`src/hdl/esc_pkg.sv`:
```
// Shared types and constants of the ELF segment span checker.
`timescale 1ns / 1ps

package esc_pkg;

	localparam logic [31:0] SEG_LOADABLE    = 32'd1;
	localparam logic [31:0] SEG_INTERP      = 32'd3;
	localparam logic [63:0] PAGE_MASK       = 64'h0000_0000_0000_0FFF;
	localparam logic [63:0] MIN_FIXED_START = 64'h0000_0000_0001_0000;
	localparam logic [63:0] INTERP_MIN      = 64'd2;
	localparam logic [63:0] INTERP_MAX      = 64'd256;
	localparam logic [63:0] ALL_ONES        = '1;

	// Queue between classifier and accumulator
	localparam int QUEUE_DEPTH = 2;
	localparam int QPTR_W      = (QUEUE_DEPTH > 1) ? $clog2(QUEUE_DEPTH) : 1;
	localparam int QCNT_W      = $clog2(QUEUE_DEPTH + 1);

	// Register map, 8 bytes per register
	localparam int PADDR_W = 5;

	typedef enum logic [1:0] {
		REG_IMG_LEN     = 2'd0,
		REG_RELOCATABLE = 2'd1,
		REG_PREF_BASE   = 2'd2
	} esc_reg_t;

	typedef struct packed {
		logic [63:0] img_len;
		logic        relocatable;
		logic [63:0] pref_base;
	} esc_cfg_t;

	// One classified header word
	typedef struct packed {
		logic        is_load;
		logic        fail;
		logic        last;
		logic [63:0] lo;
		logic [63:0] hi;
	} esc_item_t;

endpackage

```
`src/hdl/esc_if.sv`:
```


interface esc_res_if;
	logic        valid;
	logic        ready;
	logic        accepted;
	logic [63:0] span_start;
	logic [63:0] span_end;
	logic [63:0] reloc_bias;

	modport source (output valid, accepted, span_start, span_end, reloc_bias,
		input ready);
	modport sink (input valid, accepted, span_start, span_end, reloc_bias,
		output ready);
endinterface

```
`src/hdl/esc_back.sv`:
```
// Back end: running span, image verdict and result register.
`timescale 1ns / 1ps

module esc_back (
	input  logic               clk,
	input  logic               arst_n,
	input  esc_pkg::esc_cfg_t  cfg,
	input  logic               pop_valid,
	input  esc_pkg::esc_item_t pop_item,
	output logic               pop,
	esc_res_if.source          res
);

	// Per-image accumulators
	logic [63:0] low_q;
	logic [63:0] high_q;
	logic        saw_q;
	logic        rej_q;

	logic [63:0] nxt_low;
	logic [63:0] nxt_high;
	logic        nxt_saw;
	logic        nxt_rej;
	logic        take;

	// Finish stage
	logic        fin_vld_s1;
	logic        fin_pre_s1;
	logic [63:0] fin_lo_s1;
	logic [63:0] fin_hi_s1;
	logic        fin_adv;

	// Result register
	logic        out_vld_q;
	logic        out_ok_q;
	logic [63:0] out_start_q;
	logic [63:0] out_end_q;
	logic [63:0] out_bias_q;
	logic        out_load;
	logic        fin_ok;
	logic [63:0] fin_bias;

	assign out_load = !out_vld_q || res.ready;
	assign fin_adv  = fin_vld_s1 && out_load;
	assign pop = pop_valid && (!pop_item.last || !fin_vld_s1 || fin_adv);

	// A passing loadable word widens the span
	assign take     = !rej_q && !pop_item.fail && pop_item.is_load;
	assign nxt_rej  = rej_q | pop_item.fail;
	assign nxt_saw  = saw_q | pop_item.is_load;
	assign nxt_low  = (take && (pop_item.lo < low_q)) ? pop_item.lo : low_q;
	assign nxt_high = (take && (pop_item.hi > high_q)) ? pop_item.hi : high_q;

	always_ff @(posedge clk or negedge arst_n) begin
		if (!arst_n) begin
			low_q  <= esc_pkg::ALL_ONES;
			high_q <= '0;
			saw_q  <= 1'b0;
			rej_q  <= 1'b0;
		end else if (pop) begin
			if (pop_item.last) begin
				low_q  <= esc_pkg::ALL_ONES;
				high_q <= '0;
				saw_q  <= 1'b0;
				rej_q  <= 1'b0;
			end else begin
				low_q  <= nxt_low;
				high_q <= nxt_high;
				saw_q  <= nxt_saw;
				rej_q  <= nxt_rej;
			end
		end
	end

	// Finish stage holds the closed span of one image
	always_ff @(posedge clk or negedge arst_n) begin
		if (!arst_n) begin
			fin_vld_s1 <= 1'b0;
		end else if (pop && pop_item.last) begin
			fin_vld_s1 <= 1'b1;
		end else if (fin_adv) begin
			fin_vld_s1 <= 1'b0;
		end
	end

	always_ff @(posedge clk) begin
		if (pop && pop_item.last) begin
			fin_pre_s1 <= !nxt_rej && nxt_saw && (nxt_low != esc_pkg::ALL_ONES);
			fin_lo_s1  <= nxt_low;
			fin_hi_s1  <= nxt_high;
		end
	end

	// Base checks and bias
	always_comb begin
		fin_ok   = fin_pre_s1 && (fin_hi_s1 > fin_lo_s1);
		fin_bias = '0;
		if (cfg.relocatable) begin
			if (cfg.pref_base < fin_lo_s1)
				fin_ok = 1'b0;
			fin_bias = cfg.pref_base - fin_lo_s1;
		end else if (fin_lo_s1 < esc_pkg::MIN_FIXED_START) begin
			fin_ok = 1'b0;
		end
	end

	always_ff @(posedge clk or negedge arst_n) begin
		if (!arst_n) begin
			out_vld_q <= 1'b0;
		end else if (fin_adv) begin
			out_vld_q <= 1'b1;
		end else if (res.ready) begin
			out_vld_q <= 1'b0;
		end
	end

	always_ff @(posedge clk) begin
		if (fin_adv) begin
			out_ok_q    <= fin_ok;
			out_start_q <= fin_ok ? fin_lo_s1 : 64'd0;
			out_end_q   <= fin_ok ? fin_hi_s1 : 64'd0;
			out_bias_q  <= fin_ok ? fin_bias : 64'd0;
		end
	end

	assign res.valid      = out_vld_q;
	assign res.accepted   = out_ok_q;
	assign res.span_start = out_start_q;
	assign res.span_end   = out_end_q;
	assign res.reloc_bias = out_bias_q;

endmodule

```
`src/flat_wrapper.sv`:
```
// flat-port wrapper written by rule: the top's interface ports become plain ports
module esc_back_flat 
  (clk, arst_n, cfg, pop_valid, pop_item, pop, res_valid, res_accepted, res_span_start, res_span_end, res_reloc_bias, res_ready);
  esc_res_if res_i ();
  input  logic clk;
  input  logic arst_n;
  input  esc_pkg::esc_cfg_t cfg;
  input  logic pop_valid;
  input  esc_pkg::esc_item_t pop_item;
  output logic pop;
  output wire logic [$bits(res_i.valid)-1:0] res_valid;
  output wire logic [$bits(res_i.accepted)-1:0] res_accepted;
  output wire logic [$bits(res_i.span_start)-1:0] res_span_start;
  output wire logic [$bits(res_i.span_end)-1:0] res_span_end;
  output wire logic [$bits(res_i.reloc_bias)-1:0] res_reloc_bias;
  input wire logic [$bits(res_i.ready)-1:0] res_ready;
  assign res_valid = res_i.valid;
  assign res_accepted = res_i.accepted;
  assign res_span_start = res_i.span_start;
  assign res_span_end = res_i.span_end;
  assign res_reloc_bias = res_i.reloc_bias;
  assign res_i.ready = res_ready;
  esc_back u_core (.clk(clk), .arst_n(arst_n), .cfg(cfg), .pop_valid(pop_valid), .pop_item(pop_item), .pop(pop), .res(res_i));
endmodule
```
`config.mk`:
```
export PLATFORM = sky130hd
export DESIGN_NAME = esc_back_flat
export DESIGN_NICKNAME = d
export VERILOG_FILES = /design/src/hdl/esc_pkg.sv /design/src/hdl/esc_if.sv /design/src/hdl/esc_back.sv /design/src/flat_wrapper.sv
export SDC_FILE = /design/constraint.sdc
export NUM_CORES = 1
export LEC_CHECK = 0
export BUFFER_PORTS_ARGS = -buffer_cell sky130_fd_sc_hd__buf_2
export CAP_MARGIN = 15
export CORE_MARGIN = 3
export CORE_UTILIZATION = 50
export CTS_CLUSTER_DIAMETER = 200
export DETAILED_ROUTE_END_ITERATION = 12
export PLACE_DENSITY_LB_ADDON = 0.25
export SLEW_MARGIN = 40
export SYNTH_ARGS = -nofsm -noshare
export SYNTH_HDL_FRONTEND = slang
export SYNTH_SLANG_ARGS = --single-unit
```
`constraint.sdc`:
```
create_clock -name clk -period 6.4 [get_ports clk]
set_input_delay 0.64 -clock clk [delete_from_list [all_inputs] [get_ports clk]]
set_output_delay 0.64 -clock clk [all_outputs]
set_load 0.01 [all_outputs]
```
==> out/results.tsv <==
metric	value	unit
run_status	complete, no violations	
grt_pass1_vias	19100	
synth.distinct_cells	75	
critical_path_source_type	flip-flop	
dp_hpwl	61700	um
p_leak	13.8	nW
setup.worst_path.end_class	flip-flop	
tritoncts	yes	
antenna_found_initial	11	
worst_setup_hold_path_clk_slew	0.06	ns
synth-compound-area-share	14.0	%
finalMaxSlewViolations	0	
fin_crit_sh	73.2	%
timing_worst_setup_path_type	reg -> reg	
final_antenna_net_count	0	
setup_repair_after_global_routing_missed_its_margin	false	
rrSetupSlack	1.72	ns
setup.worst_path.end	u_core.res.reloc_bias[39]	
regToRegEndpoint	u_core.res.reloc_bias[39]	
setup_viol_count_final	0	
post-route-min-period	4.68	ns
synth_edf_count	322	
num_vias	19900	
clk_latency	0.60	ns
maxCapViolations	0	
maximum_level_of_the_cts_h_tree	2	
worst_ir_drop_vdd	0.000184	V
maxClockFrequency	214	MHz
detail_route.drc_violations	0	
critical_path_cell_with_the_highest_stage_delay	sky130_fd_sc_hd__edfxtp_1	
tns	0	ns
cts-hold-fix-buffers	0	
cp_data_arrival_time	5.12	ns
groute.usage.overall	28.3	%
critical_path_required	6.83	ns
number_of_sinks_on_the_clock_net	454	
route.detailed.wl_per_inst	23.7	um
post-synth-top-area-fraction	37.0	%
final_util	59.1	%
gp_congestion	0.934	
chipHeight	234	um
hold_violation_total_from_the_final_report	0	
postSynthRegisterBits	454	
setup.worst_path.start	u_core.fin_lo_s1[61]	
swShare	26.9	%
synthFlopType	sky130_fd_sc_hd__edfxtp_1	
synthSimpleGateAreaFrac	11.6	%
async_flop_share	29.1	%
synthesis.area	0.0261	mm2
synth_top_area_cell	sky130_fd_sc_hd__edfxtp_1	
ratio_of_total_power_to_cell_area	246	mW/mm2
synth.yosys.seq_area_share	50.0	%
drive_gt1_share	26.2	%
total_overflow_reported_by_the_global_router	0	
drt-total-wl	80100	um
fp.dieW	234	um
total_switching_power	2.02	mW
synthesis.instances	2279	
max_slew_margin	41.5	%
combPwrFrac	15.4	%
dr.pass1.iters	5	
first_pass_grt_wire_length	117000	um
portBuffers	394	
clock_power_share	38.5	%
post_synth_xor_area_fraction	1.95	%
area.growth.synth_to_final	16.6	%
hold_path.class	in -> async	
clock_skew	0.0234	ns
p_int	5.48	mW
p_seq_share	46.1	%
synth_top_family_by_area	compound AO/OA/AOI/OAI gates	
synth_mux_area_share	5.56	%
final_net_count	3178	
layout.cells.most_common	sky130_fd_sc_hd__buf_2	
post_drt_via_cell_ratio	5.88	
startpoint_of_the_worst_slack_reg_to_reg_timing_path	u_core.fin_lo_s1[61]	
number_of_buffers_on_the_longest_clock_path	3	
synth.net_count	2799	
reg2regPathDepth	14	
critPathMaxFanout	42	
synth_fa_ha_area_share	12.3	%
cts_repair_resize_count	0	
area_contributors_post_synth	sky130_fd_sc_hd__edfxtp_1 (37%), sky130_fd_sc_hd__ha_1 (12%), sky130_fd_sc_hd__dfrtp_1 (6.5%), sky130_fd_sc_hd__dfstp_2 (6.4%), sky130_fd_sc_hd__mux2_2 (5.5%)	
initialDrtViolationCount	1672	
maximum_number_of_pins_on_one_net_before_global_route_repair	130	
core-area	0.0515	mm2
cts_inserted_buffers	48	
cts.repair_timing.setup_buffer_count	0	
starting_density	50.7	%
io-pin-count	459	
max_stage_delay	0.58	ns
yosys_warnings	0	
floorplan.die_area	0.0550	mm2
slew_at_the_pin_closest_to_its_max_slew_limit	0.877	ns
path_cells	inv_1 -> ha_1 -> nand4_1 -> nor4_1 -> buf_4 -> nand3_1 -> nor4_1 -> o21ai_0 -> nand4_1 -> o211ai_1 -> a31oi_4 -> nand2_4 -> buf_4 -> nor2_1	
clock-root-buffer	sky130_fd_sc_hd__clkbuf_16	
rows	83	
synth.avg_cell_area	11.5	um2
mostFrequentLayoutCells	sky130_fd_sc_hd__buf_2 (393), sky130_fd_sc_hd__edfxtp_1 (322), sky130_fd_sc_hd__ha_1 (255)	
registers in the layout (all words and copies together) (netlist names):
signal                 cells
u_core.res.span_start     64
u_core.rej_q               1
u_core.res.span_end       64
u_core.fin_pre_s1          1
u_core.fin_lo_s1          64
u_core.high_q             64
u_core.saw_q               1
u_core.low_q              64
u_core.res.accepted        1
u_core.fin_vld_s1          1
u_core.res.reloc_bias     64
u_core.res.valid           1
u_core.fin_hi_s1          64
logic make-up (layout without fill, tap and decap cells):
kind of cell             after synthesis  in the layout
AO/OA/AOI/OAI                        527            527
XOR/XNOR                              58             58
adder cells (fa/ha/maj)              256            256
buffers and inverters                294            713
flip-flops                           454            454
multiplexers                         129            129
other                                  0              6
AND/OR/NAND/NOR                      561            561
synth_stat cells, types with 28 or more instances:
master	count
sky130_fd_sc_hd__edfxtp_1	322
sky130_fd_sc_hd__ha_1	255
sky130_fd_sc_hd__inv_1	210
sky130_fd_sc_hd__a21oi_1	135
sky130_fd_sc_hd__and2_1	132
sky130_fd_sc_hd__nor2_1	131
sky130_fd_sc_hd__mux2_2	127
sky130_fd_sc_hd__nand4_1	94
sky130_fd_sc_hd__a21o_1	86
sky130_fd_sc_hd__o21ai_0	77
sky130_fd_sc_hd__nand2_1	75
sky130_fd_sc_hd__dfrtp_1	68
sky130_fd_sc_hd__o22a_1	65
sky130_fd_sc_hd__a22o_1	64
sky130_fd_sc_hd__dfstp_2	64
sky130_fd_sc_hd__buf_2	40
sky130_fd_sc_hd__xnor2_1	31
sky130_fd_sc_hd__nor4_1	28
worst max-delay path, delay by kind of cell, from the launching register on:
kind,cells,cell delay [ns]
AOI/OAI and AO/OA,3,0.84
adders and majority gates,1,0.34
buffers and inverters,3,0.77
DFF,1,0.58
and+or+nand+nor,7,1.95
area by class of cell:
type	count	area (um2)
clock buffers	57	1250
multi-input cells	1531	11900
well taps	680	851
fillers	4276	21100
repair buffers	413	2210
diodes	6	15.0
clock inverters	33	369
flip-flops and latches	454	13100
inverters	210	788
metal layers:
layer	vias up	share of wire (%)	routed length (um)	GRT usage (%)
met4	8	3.0	2420	8.97
li1	9241	-	-	-
met1	9793	44	35000	39.7
met2	724	47	37300	45.6
met5	-	0.060	48	0
met3	126	6.6	5310	4.03
how the worst min path moves through the flow:
stage	cells after the start	slack, ns	endpoint	start
floorplan	0	0.34	u_core.fin_vld_s1	arst_n
global placement	2	0.47	u_core.saw_q	u_core.saw_q
detailed placement	2	0.49	u_core.rej_q	u_core.rej_q
CTS	1	0.09	u_core.high_q[60]	arst_n
global route	1	0.09	u_core.high_q[60]	arst_n
finish	1	0.06	u_core.high_q[48]	arst_n
metrics by stage:
step	total power, mW	worst slack, ns	cells	cell area (um2)	hold WS, ns
4_1_cts	7.54	1.71	3377	30400	0.0867
3_5_place_dp	4.65	1.76	3287	28800	0.487
3_3_place_gp	4.62	1.59	3286	28700	0.473
6_report	7.50	1.72	3384	30400	0.0638
5_1_grt	7.80	1.45	3383	30400	0.0940
2_1_floorplan	4.21	0.660	2279	26100	0.344
power groups by stage:
stage | Clock [mW] | Sequential (mW) | Combinational (mW)
finish | 2.88 | 3.46 | 1.16
global route | 3.06 | 3.47 | 1.27
CTS | 2.93 | 3.46 | 1.15
detailed placement | 0 | 3.51 | 1.14
global placement | 0 | 3.51 | 1.12
floorplan | 0 | 3.53 | 0.674
Note: power is estimated with default switching activity, not from simulation.
